===== config.mk =====
export PLATFORM = sky130hd
export DESIGN_NAME = kuf_ram
export DESIGN_NICKNAME = d
export VERILOG_FILES = /design/src/rtl/core/kuf_ram.sv
export SDC_FILE = /design/constraint.sdc
export NUM_CORES = 1
export LEC_CHECK = 0
export BUFFER_PORTS_ARGS = -buffer_cell sky130_fd_sc_hd__buf_2
export CAP_MARGIN = 20
export CORE_ASPECT_RATIO = 0.9
export CORE_MARGIN = 2
export CORE_UTILIZATION = 45
export CTS_CLUSTER_SIZE = 20
export DETAILED_ROUTE_END_ITERATION = 10
export HOLD_SLACK_MARGIN = 0.08
export PLACE_DENSITY = 0.7
export SYNTH_ARGS = -nofsm -noshare
export SYNTH_HDL_FRONTEND = slang
export SYNTH_SLANG_ARGS = --single-unit

===== constraint.sdc =====
create_clock -name clk -period 2.05 [get_ports clk]
set_clock_uncertainty 0.2 [all_clocks]
set_input_delay 0.205 -clock clk [delete_from_list [all_inputs] [get_ports clk]]
set_output_delay 0.205 -clock clk [all_outputs]
set_load 0.1 [all_outputs]

===== src/rtl/core/kuf_ram.sv =====
// Generic simple dual-port RAM with registered read and write-through on collision.
module kuf_ram #(
	parameter int WIDTH = 8,
	parameter int DEPTH = 16
) (
	input  logic                     clk,
	input  logic                     we,
	input  logic [$clog2(DEPTH)-1:0] waddr,
	input  logic [WIDTH-1:0]         wdata,
	input  logic [$clog2(DEPTH)-1:0] raddr,
	output logic [WIDTH-1:0]         rdata
);

	logic [WIDTH-1:0] mem [DEPTH];

	always_ff @(posedge clk) begin
		if (we) begin
			mem[waddr] <= wdata;
		end
		if (we && (waddr == raddr)) begin
			rdata <= wdata;
		end else begin
			rdata <= mem[raddr];
		end
	end

endmodule

Word-level counts from Yosys, hierarchy flattened
Memories as Yosys holds them, arrays and structs flattened. A register that Yosys moved wholly into a read port is not among the register bits.
Index checks and enable logic that the tools add are counted.
Widths: inputs -> output; s select.
{"block": "classes", "n_addsub": 0, "mul": 0, "div": 0, "n_lt_le_gt_ge": 0, "n_eq_ne": 0, "n_shift": 0, "n_mux": 2, "bitwise_logic": 0, "n_reduce_logical": 0}
{"cell": "$mux 1", "count": 2}
{"block": "totals", "regBits": 0, "latchBits": 0, "mem_bits_rw": 128, "mem_bits_ro": 0, "inputBits": 18, "mem_count": 1}
{"name": "mem", "words": 16, "width": 8, "read_ports": 1, "rd_ports_with_merged_regs": 1, "write_ports": 1, "line_no": "14", "text": "logic [WIDTH-1:0] mem [DEPTH];"}

Longest topological paths before layout
Gate-level depths: netlist of run 1.
{"block": "logic_depth", "ltp_word": 2, "depth_mapped": 5, "mapped_depth_nobuf": 3}

Least setup slack after synthesis of run 1
No wires, ideal clock.
{"block": "synth_path", "kind": "flip-flop to output port", "start": "register with a tool-made name", "end": "output rdata[1]", "t_arrival_ps": 1852, "path_slack_ps": -207, "stages_incl_launch_ff": 6, "n_path_buf": 2, "path_cell_list": "dfxtp_1 -> buf_6 -> buf_6 -> mux4_1 -> a22oi_1 -> nand2_1"}
{"item": "end, declared", "line_no": "11", "text": "output logic [WIDTH-1:0] rdata"}

==> impl.org, run 1 <==
** Outcome
- Status :: finished, violations left
- The final reports fail on negative setup slack.

** Routing
- Dividing the detail-routed via count by the number of cells gives 5.348.
- For this run, design rule violations remaining after detail routing come to 0.
- The final layout contains routed wiring with a total length of 10020 um.
- DR iter-0 viols :: 242
- Wirelength per Cell :: 21.41 um
- The first detailed-routing pass ran for 5 iterations.
- Once detail routing completed, the nets flagged for antenna violations numbered 0.
- Total vias in the final route :: 2503

** Place
- The count of buffers added on input and output ports is 25.
- Estimated wirelength of the detail-placed design :: 6371 um
- Before CTS, the worst setup slack after placement is -197.4 ps.
- The congestion estimate from routability-driven global placement came to 0.7137.

** Floorplanning
- After floorplanning, the core was divided into 36 placement rows.
- The core region is 10900 um2.
- Measured along the y axis, the die boundary spans 104.7 um.
- Initial core utilization :: 46.49%
- Chip Width :: 115.9 um
- Ports :: 26
- The floorplan step defined a die boundary enclosing 12130 um2.

** Hold path
- For hold timing, the worst endpoint is mem[0][5].
- Launch instance of the worst min-delay path :: waddr[0]
- Worst hold path depth :: 3
- The worst hold path belongs to the class in2reg.

** Finish
- Top flop regs :: mem (128)
- In the final layout, the share of cells above drive strength 1 is 40.51%.
- Post-synthesis to final-layout area growth :: 28.37%
- The net count of the finished layout is 321.
- The register with the most flip-flops in the layout has 128 of them.
- For this run, the share of the core covered by cells in the final layout is 59.68%.
- The repair_antennas step left the layout with diodes totalling 0.
- Biggest register :: mem

** Global routing
- Vias in the first global route :: 2649
- Entering global routing, the biggest net connects 20 pins.
- Total global-route track usage :: 18.50%
- Total gr overflow :: 0
- The first global-routing pass estimated 15660 um of wire.
- The number of antenna violations at the first check in global routing came to 0.

** Synthesis
- Commonest cells post-synth :: sky130_fd_sc_hd__edfxtp_1, sky130_fd_sc_hd__mux4_2, sky130_fd_sc_hd__a22oi_1
- The cell area that synthesis handed to floorplanning was 5067 um2.
- Counting every instance in the synthesized netlist gives 225.
- After synthesis, the share of flip-flops with an asynchronous set or reset is 0%.
- The largest total area in the synthesized netlist belongs to sky130_fd_sc_hd__edfxtp_1.
- Area contributors post-synth :: sky130_fd_sc_hd__edfxtp_1, sky130_fd_sc_hd__mux4_2, sky130_fd_sc_hd__mux4_1, sky130_fd_sc_hd__a22oi_1, sky130_fd_sc_hd__dfxtp_1
- Post-synthesis register bit count :: 132
- For this run, the number of Yosys warnings is 0.
- Syn nets :: 243
- Post-synth EDFFs :: 128
- The netlist uses 19 different library cells.
- Share of the yosys chip area belonging to registers :: 77.43%
- Among all flip-flop cells after synthesis, the most frequent one is sky130_fd_sc_hd__edfxtp_1.
- Yosys top cell area share :: 75.85%
- In this run the mean area of a mapped cell was 22.52 um2.
- In the post-synthesis netlist, the cell with the most instances is sky130_fd_sc_hd__edfxtp_1.

** Clocking
- Number of buffers on the longest clock path :: 2
- H-tree depth reported by CTS :: 4
- Clock tree from TritonCTS :: yes
- Cell at the root of the clock tree :: sky130_fd_sc_hd__clkbuf_16
- After clock tree synthesis, the clock-pin slew on the worst setup and hold paths is 50 ps.
- Inserted Clock Buffers :: 17
- Count of clock tree sinks :: 132

** STA
- Transition at the pin with the smallest max-transition slack :: 516.2 ps
- After layout, the worst path uses 120.2% of the clock period.
- Once routing completed, OpenROAD measured the worst setup slack at -413.5 ps.
- Hold Violations, Final :: 0
- Hold timing on the final database bottoms out at a slack of 179.4 ps.
- Minimum clock period :: 2464 ps
- The worst pin sits at a relative slew slack of 65.59%.
- Final slew viol count :: 0
- Setup repair after global routing missed its margin :: yes
- For this run, the top clock speed supported by timing is 405.9 MHz.
- Setup violations remaining at the end of the flow were counted as 8.

** Setup path
- STA puts the critical path data required time at 1640 ps.
- Crit-path max FO :: 8
- Arrival time of data at the critical path endpoint :: 2060 ps
- The worst setup path is launched from a register.
- Worst Setup Path Type :: reg2out
- The worst setup path is captured at an output port.

** Run
- The tool flagged a number of max-cap violations equal to 0.

** Power and ir drop
- PD cells :: 995.1 nW/um2
- Summed over all cells, the static leakage comes to 2.215 nW.
- The worst-case IR drop observed on VDD is 0.7868 mV.
==> metal layers <==
layer / track usage (%) / routed length, um
met1: 25.87 / 4275
met4: 6.037 / 76
met2: 28.03 / 5032
met5: 0 / 0
met3: 5.626 / 637
==> layout make-up <==
type	count	area [um2]
repair buffers	69	656.9
well taps	152	190.2
fillers	772	4395
multi-input cells	83	1161
flip-flops and latches	132	3928
clock inverters	6	80.08
clock buffers	26	489.2
==> worst max path at each step <==
stage,from,endpoint,slack [ps],cells after the start
CTS,register,rdata[2],-440,6
global placement,register,rdata[7],-180,5
finish,register,rdata[2],-410,6
global route,register,rdata[2],-480,6
floorplan,register,rdata[1],-20,5
detailed placement,register,rdata[7],-200,5
==> cells in the final DEF (no fill, tap or decap), drive strengths merged <==
master / n
bufinv: 2
dfxtp: 4
a22oi: 16
nand2b: 2
mux4: 32
clkbuf: 26
or3b: 1
and2: 1
nor2b: 1
nand3b: 2
dlygate4sd3: 12
edfxtp: 128
nand2: 9
buf: 57
clkinv: 4
and2b: 1
nand3: 1
nor3: 4
nor2: 13
==> where the power goes <==
| part | total, mW | internal [mW] | switching, mW |
|---|---|---|---|
| Clock | 2.88 | 1.88 | 1.00 |
| Sequential | 3.04 | 3.02 | 0.0185 |
| Combinational | 0.557 | 0.228 | 0.329 |
| Total | 6.47 | 5.12 | 1.35 |
==> cell families (layout without fill, tap and decap cells) <==
family                 count (synthesis)  in the layout  synth area share, %
AND/OR/NAND/NOR                       35             35                3.235
buffers and inverters                 10            101                1.704
multiplexers                          32             32                15.26
flip-flops                           132            132                77.43
AO/OA/AOI/OAI                         16             16                2.370
==> metrics by stage <==
step	total power, mW	TNS, ps	instances	instance area, um2
after floorplan	3.396	-24.09	225	5112
after global placement	3.529	-1153	420	5578
after detailed placement	3.541	-1263	420	5578
after CTS	6.520	-3335	468	6495
after global routing	6.675	-3691	468	6505
final	6.473	-3087	468	6505
==> what timing repair did <==
| item | in CTS | in global routing |
|---|---|---|
| hold buffers | 12 | 0 |
| endpoints found under the hold margin | 132 | 0 |
| setup endpoints to repair | 8 | 8 |
| gates resized for setup | 48 | 2 |
| gates cloned | 1 | 0 |
| buffers inserted | 3 | 0 |
| pin swaps | 9 | 2 |
==> worst max-delay path, stage by stage (launching register included) <==
cell,delay [ps]
sky130_fd_sc_hd__dfxtp_4,420
sky130_fd_sc_hd__buf_16,160
sky130_fd_sc_hd__buf_6,100
sky130_fd_sc_hd__mux4_2,500
sky130_fd_sc_hd__a22oi_2,210
sky130_fd_sc_hd__nand2_4,90
sky130_fd_sc_hd__buf_12,170
No activity file was read; power rests on OpenSTA's default activity.
==> run 2, diff against run 1 <==
Settings changed: GPL_TIMING_DRIVEN set to 0.
==> impl.org, run 2 (synthesis results as in run 1) <==
** Setup path
- Worst setup endpoint :: rdata[3] (was rdata[2])
- The critical path data required time came to 1640 ps (about the same).
- Crit-path max FO :: 7 (was 8)
- Arrival time of data at the critical path endpoint :: 2060 ps (about the same)
- Kind of start point of the critical path :: register (unchanged)
- The kind of critical path is reg2out (unchanged).
- The critical path capture point type was an output port (unchanged).

** Floorplanning
- The vertical die dimension came to 104.7 um (unchanged).
- Cell Rows :: 36 (unchanged)
- Ports :: 26 (unchanged)
- The chip width came to 115.9 um (unchanged).
- The core region area is 10900 um2 (unchanged).
- The die outline area is 12130 um2 (unchanged).
- The starting density of the core came to 46.49% (unchanged).

** Routing
- Final routed wirelength across all metal layers :: 10350 um (was 10020 um)
- Routed length on met2 :: 4867 um (was 5032 um)
- The number of DRC markers after the initial detailed-route iteration came to 346 (was 242).
- Antenna viol nets, final :: 0 (unchanged)
- Total vias in the final route :: 2505 (was 2503)
- The detailed-routed wire length on met3 is 801 um (was 637 um).
- Wirelength per Cell :: 22.65 um (was 21.41 um)
- Iteration count of the initial detailed-routing pass :: 5 (unchanged)
- The via density per instance came to 5.481 (was 5.348).
- Highest routed layer :: met4 (unchanged)
- DRC viols :: 0 (unchanged)
- Post-Route M1 WL :: 4566 um (was 4275 um)

** Power and ir drop
- Leak :: 2.116 nW (was 2.215 nW)
- The power per unit of standard cell area is 991.7 nW/um2 (was 995.1 nW/um2).
- The worst IR drop on VDD came to 0.5741 mV (was 0.7868 mV).

** Finish
- ANT cells :: 0 (unchanged)
- Biggest register :: mem (unchanged)
- The post-route non-filler standard cell count came to 457 (was 468).
- The number of nets in the final layout was 310 (was 321).
- Top flop regs: mem (128) (unchanged).
- The layout cell share with drive strength beyond 1 is 42.95% (was 40.51%).
- Commonest non-fill, non-tap cells in the layout :: sky130_fd_sc_hd__edfxtp_1, sky130_fd_sc_hd__mux4_2, sky130_fd_sc_hd__clkbuf_16, sky130_fd_sc_hd__buf_2, sky130_fd_sc_hd__a22oi_2 (was sky130_fd_sc_hd__edfxtp_1, sky130_fd_sc_hd__buf_4, sky130_fd_sc_hd__mux4_2)
- The leading cell type in the layout, fill and taps excluded was sky130_fd_sc_hd__edfxtp_1 (unchanged).
- Core Util, Final :: 58.77% (was 59.68%)
- The flip-flop count of the largest register after layout came to 128 (unchanged).
- The layout overhead on the synthesized area was 26.42% (was 28.37%).

** Clocking
- The number of clock buffers inserted by TritonCTS came to 17 (unchanged).
- The deepest level of the CTS H-tree came to 4 (unchanged).
- The number of buffers on the longest clock path was 2 (unchanged).
- Clock tree from TritonCTS :: yes (unchanged)
- Clock Pin Slew Worst Setup and Hold Paths :: 50 ps (about the same)
- The number of sinks on the clock net is 132 (unchanged).
- Cell at the root of the clock tree :: sky130_fd_sc_hd__clkbuf_16 (unchanged)

** STA
- Setup repair after global routing missed its margin :: yes (unchanged)
- The share of the clock period used by the worst path after layout is 120.1% (was 120.2%).
- The post-route minimum period is 2462 ps (was 2464 ps).
- The number of failing hold endpoints at the final stage was 0 (unchanged).
- The post-route setup TNS came to -3156 ps (was -3087 ps).
- Number of endpoints failing setup at the final stage :: 8 (unchanged)
- The count of pins over their slew limit came to 0 (unchanged).
- The setup slack of the critical path after layout is -412.5 ps (was -413.5 ps).
- Tightest slew margin relative to the limit :: 44.03% (was 65.59%)
- Peak clock frequency supported by timing :: 406.1 MHz (was 405.9 MHz)
- The worst-margin pin slew was 836.5 ps (was 516.2 ps).

** Global routing
- First-pass GRT wire length :: 15790 um (was 15660 um)
- The via count of the first global-routing pass is 2661 (was 2649).
- The maximum number of pins on one net before global-route repair was 17 (was 20).
- The number of antenna violations at the first check in global routing came to 0 (unchanged).
- Total global-route track usage :: 18.84% (was 18.50%)
- Total gr overflow :: 0 (unchanged)

** Place
- Pre-CTS setup slack :: -327.5 ps (was -197.4 ps)
- Estimated wirelength of the detail-placed design :: 6333 um (was 6371 um)
- The placer's final routability congestion estimate is 0.7480 (was 0.7137).
- Number of buffers inserted by port buffering :: 25 (unchanged)
- The total placed cells including tap cells is 406 (was 420).

** Outcome
- Failing checks: negative setup slack (unchanged).
- Status :: finished, violations left (unchanged)

** Hold path
- The class of the most critical hold timing path is in2reg (unchanged).

** Run
- Max cap viols :: 0 (unchanged)
run 2: cell types whose count changed in the layout (fill, tap and decap cells not counted), sizes merged:
cell,previous run,this run
dlygate4sd3,12,15
clkbuf,26,22
clkinv,4,10
bufinv,2,1
clkinvlp,0,1
clkdlybuf4s25,0,3
buf,57,38
run 2: repair_timing:
action / in CTS / in global routing
gates resized for setup: 71 / 5
gates cloned: 1 / 2
buffers inserted: 2 / 0
pin swaps: 12 / 11
hold endpoints to repair: 137 / 0
endpoints found under the setup margin: 8 / 12
hold buffers: 15 / 0
run 2: per-stage QoR:
step | total power [mW] | area [um2] | hold WS, ps
after global placement | 3.526 | 5428 | 110.4
after detailed placement | 3.537 | 5453 | 109.4
after global routing | 6.534 | 6406 | 172.0
after floorplan | 3.396 | 5112 | 32.72
final | 6.353 | 6406 | 155.3
after CTS | 6.362 | 6370 | 148.1
run 2: area by class of cell:
class	instances	area, um2
plain buffers	10	132.6
clock buffers	20	446.7
clock inverters	12	90.09
fillers	819	4494
multi-input cells	83	1141
flip-flops and latches	132	3925
well taps	152	190.2
repair buffers	48	480.5
run 2: how the worst min path moves through the flow:
stage | startpoint | end | slack (ps) | cells after the start
2_1_floorplan | raddr[0] | register | 30 | 0
3_3_place_gp | raddr[0] | register | 110 | 1
3_5_place_dp | raddr[2] | register | 110 | 1
4_1_cts | waddr[2] | mem[4][5] | 150 | 3
5_1_grt | waddr[2] | mem[4][5] | 170 | 3
6_report | waddr[2] | mem[4][5] | 160 | 3
run 2: critical path, cell delays in order (launching register included):
cell,delay (ps)
sky130_fd_sc_hd__dfxtp_2,340
sky130_fd_sc_hd__buf_12,140
sky130_fd_sc_hd__buf_12,130
sky130_fd_sc_hd__mux4_2,540
sky130_fd_sc_hd__a22oi_2,250
sky130_fd_sc_hd__nand2_4,70
sky130_fd_sc_hd__buf_12,170
run 2: layer usage:
layer  up-vias  global-route usage (%)
met1      1315                   26.95
met2        96                   27.19
met3        12                   7.309
met4         0                   5.357
li1       1082                       -
met5         -                       0
run 2: power breakdown:
part           leakage [nW]  total [mW]  internal (mW)  switching [mW]
Combinational         0.656       0.584          0.238           0.346
Clock                 0.270        2.73           1.67            1.06
Sequential             1.19        3.04           3.02          0.0165
==> run 3, diff against run 2 <==
Settings changed: CORE_UTILIZATION 45 to 50, PLACE_DENSITY 0.7 to 0.75, REMOVE_ABC_BUFFERS set to 1, SKIP_CTS_REPAIR_TIMING set to 1.
==> impl.org, run 3 (synthesis results as in run 1) <==
** Hold path
- Worst hold path depth :: 2 (was 3)
- Worst Hold Class :: in2reg (unchanged)

** Place
- Estimated wirelength of the detail-placed design :: 5752 um (was 6333 um)
- The post-place instance area is 5316 um2 (was 5453 um2).
- Placed Instances :: 371 (was 406)
- The placer's final routability congestion estimate is 0.8040 (was 0.7480).
- The port buffer count came to 25 (unchanged).
- Pre-CTS setup slack :: -562.8 ps (was -327.5 ps)

** Routing
- Antenna viol nets, final :: 0 (unchanged)
- The first-pass detailed-route iteration total was 5 (unchanged).
- The total DRC errors in the routed layout was 0 (unchanged).
- The routed length per placed instance is 24.73 um (was 22.65 um).
- Average vias per placed instance :: 5.943 (was 5.481)
- The via count came to 2496 (was 2505).
- The total wirelength of the detailed-routed design is 10390 um (was 10350 um).
- DR iter-0 viols :: 281 (was 346)

** Finish
- Core Util, Final :: 64.02% (was 58.77%)
- The leading cell type in the layout, fill and taps excluded is sky130_fd_sc_hd__edfxtp_1 (unchanged).
- Post-route design area :: 6264 um2 (was 6406 um2)
- Top flop regs: mem (128) (unchanged).
- Biggest register :: mem (unchanged)
- Fraction of final layout cells with drive strength greater than 1 :: 37.76% (was 42.95%)
- The number of nets in the final layout was 299 (was 310).
- Number of standard cells in the layout, taps in and fillers out :: 420 (was 457)
- Flip-flop count of the largest register after layout :: 128 (unchanged)
- Filler Cell Count :: 646 (was 819)
- Post-synthesis to final-layout area growth :: 23.60% (was 26.42%)
- The area of all sequential standard cells was 3931 um2 (was 3925 um2).
- ANT cells :: 0 (unchanged)
- Area occupied by multi-input gates :: 1081 um2 (was 1141 um2)
- Commonest non-fill, non-tap cells in the layout :: sky130_fd_sc_hd__edfxtp_1, sky130_fd_sc_hd__mux4_2, sky130_fd_sc_hd__clkbuf_16 (was sky130_fd_sc_hd__edfxtp_1, sky130_fd_sc_hd__mux4_2, sky130_fd_sc_hd__clkbuf_16, sky130_fd_sc_hd__buf_2, sky130_fd_sc_hd__a22oi_2)

** Global routing
- The global-route wire length before repair is 14730 um (was 15790 um).
- Total global-route track usage :: 19.76% (was 18.84%)
- The via count of the first global-routing pass came to 2515 (was 2661).
- The number of antenna violations at the first check in global routing is 0 (unchanged).
- Largest net degree at the start of global routing :: 33 (was 17)
- Total gr overflow :: 0 (unchanged)

** Power and ir drop
- Total power of the final layout :: 6.819 mW (was 6.353 mW)
- The switching power of the nets is 1.459 mW (was 1.422 mW).
- Clk pwr share :: 48.0% (was 43.0%)
- Seq pwr share :: 44.7% (was 47.8%)
- The switching share of total power was 21.40% (was 22.38%).
- The power per unit of standard cell area was 1089 nW/um2 (was 991.7 nW/um2).
- The combinational share of power is 7.3% (was 9.2%).
- The worst IR drop on VDD was 0.9011 mV (was 0.5741 mV).
- Leak :: 2.074 nW (was 2.116 nW)
- The internal power component is 5.360 mW (was 4.931 mW).

** Clocking
- The clock tree from TritonCTS was yes (unchanged).
- The clock root buffer master is sky130_fd_sc_hd__clkbuf_16 (unchanged).
- Clock Pin Slew Worst Setup and Hold Paths :: 60 ps (was 50 ps)
- H-tree depth reported by CTS :: 4 (unchanged)
- Number of buffers on the longest clock path :: 2 (unchanged)
- Count of clock tree sinks :: 132 (unchanged)
- The number of clock buffers inserted by TritonCTS came to 17 (unchanged).

** Setup path
- The endpoint arrival time on the critical path is 2100 ps (was 2060 ps).
- The critical path data required time was 1640 ps (about the same).
- Kind of start point of the critical path :: register (unchanged)
- Worst Setup Path Type :: reg2out (unchanged)
- The critical path capture point type is an output port (unchanged).
- The largest fanout on the critical path is 12 (was 7).

** Floorplanning
- The vertical die dimension was 99.51 um (was 104.7 um).
- The number of placement rows was 34 (was 36).
- Ports :: 26 (unchanged)
- Core ar. :: 9784 um2 (was 10900 um2)
- The die outline area was 10960 um2 (was 12130 um2).
- Initial core utilization :: 51.79% (was 46.49%)
- Chip Width :: 110.1 um (was 115.9 um)

** STA
- The post-route minimum period is 2504 ps (was 2462 ps).
- Tightest slew margin relative to the limit :: 35.08% (was 44.03%)
- Number of endpoints failing setup at the final stage :: 8 (unchanged)
- Final slew viol count :: 0 (unchanged)
- Hold Violations, Final :: 0 (unchanged)
- Transition at the pin with the smallest max-transition slack :: 970.3 ps (was 836.5 ps)
- The worst hold-check slack is 79.51 ps (was 155.3 ps).
- Total negative slack for setup checks :: -3301 ps (was -3156 ps)
- The setup slack of the critical path after layout is -454.2 ps (was -412.5 ps).
- Setup repair after global routing missed its margin: yes (unchanged).
- Peak clock frequency supported by timing :: 399.3 MHz (was 406.1 MHz)
- Final period utilization :: 122.2% (was 120.1%)

** Outcome
- Failing checks :: negative setup slack (unchanged)
- Status :: finished, violations left (unchanged)

** Run
- The number of maximum-capacitance constraint violations is 0 (unchanged).
## run 3: final timing paths
check             startpoint        end  slack, ps
setup / recovery    register   rdata[5]       -450
hold / removal      waddr[0]  mem[0][6]         80
## run 3: layer usage
metal  GRT usage (%)  vias to the layer above  wire, um
li1                -                     1063         -
met1           26.63                     1304      4229
met2           30.82                      121      5230
met3           5.636                        8       843
met4           7.692                        0        82
met5               0                        -         0
## run 3: cell type report
type                       instances  area share [%]
sequential                       132           62.76
clock inverter                    14           3.336
clock buffer                      18           6.852
multi-input combinational         83           17.26
timing repair buffer              47           7.271
tap                              126           2.517
## run 3: power by group through the flow
stage / Combinational (mW) / Sequential (mW) / Clock, mW
after floorplan: 0.263 / 3.10 / 0
after global placement: 0.366 / 3.11 / 0
after detailed placement: 0.387 / 3.11 / 0
after CTS: 0.390 / 3.05 / 3.30
after global routing: 0.526 / 3.05 / 3.43
final: 0.501 / 3.05 / 3.27
## run 3: worst max-delay path: stages, from the launching register on
cell and delay [ps]:
sky130_fd_sc_hd__dfxtp_4 400, sky130_fd_sc_hd__buf_12 170, sky130_fd_sc_hd__buf_12 120, sky130_fd_sc_hd__mux4_2 490, sky130_fd_sc_hd__a22oi_1 180, sky130_fd_sc_hd__nand2_1 110, sky130_fd_sc_hd__buf_6 200
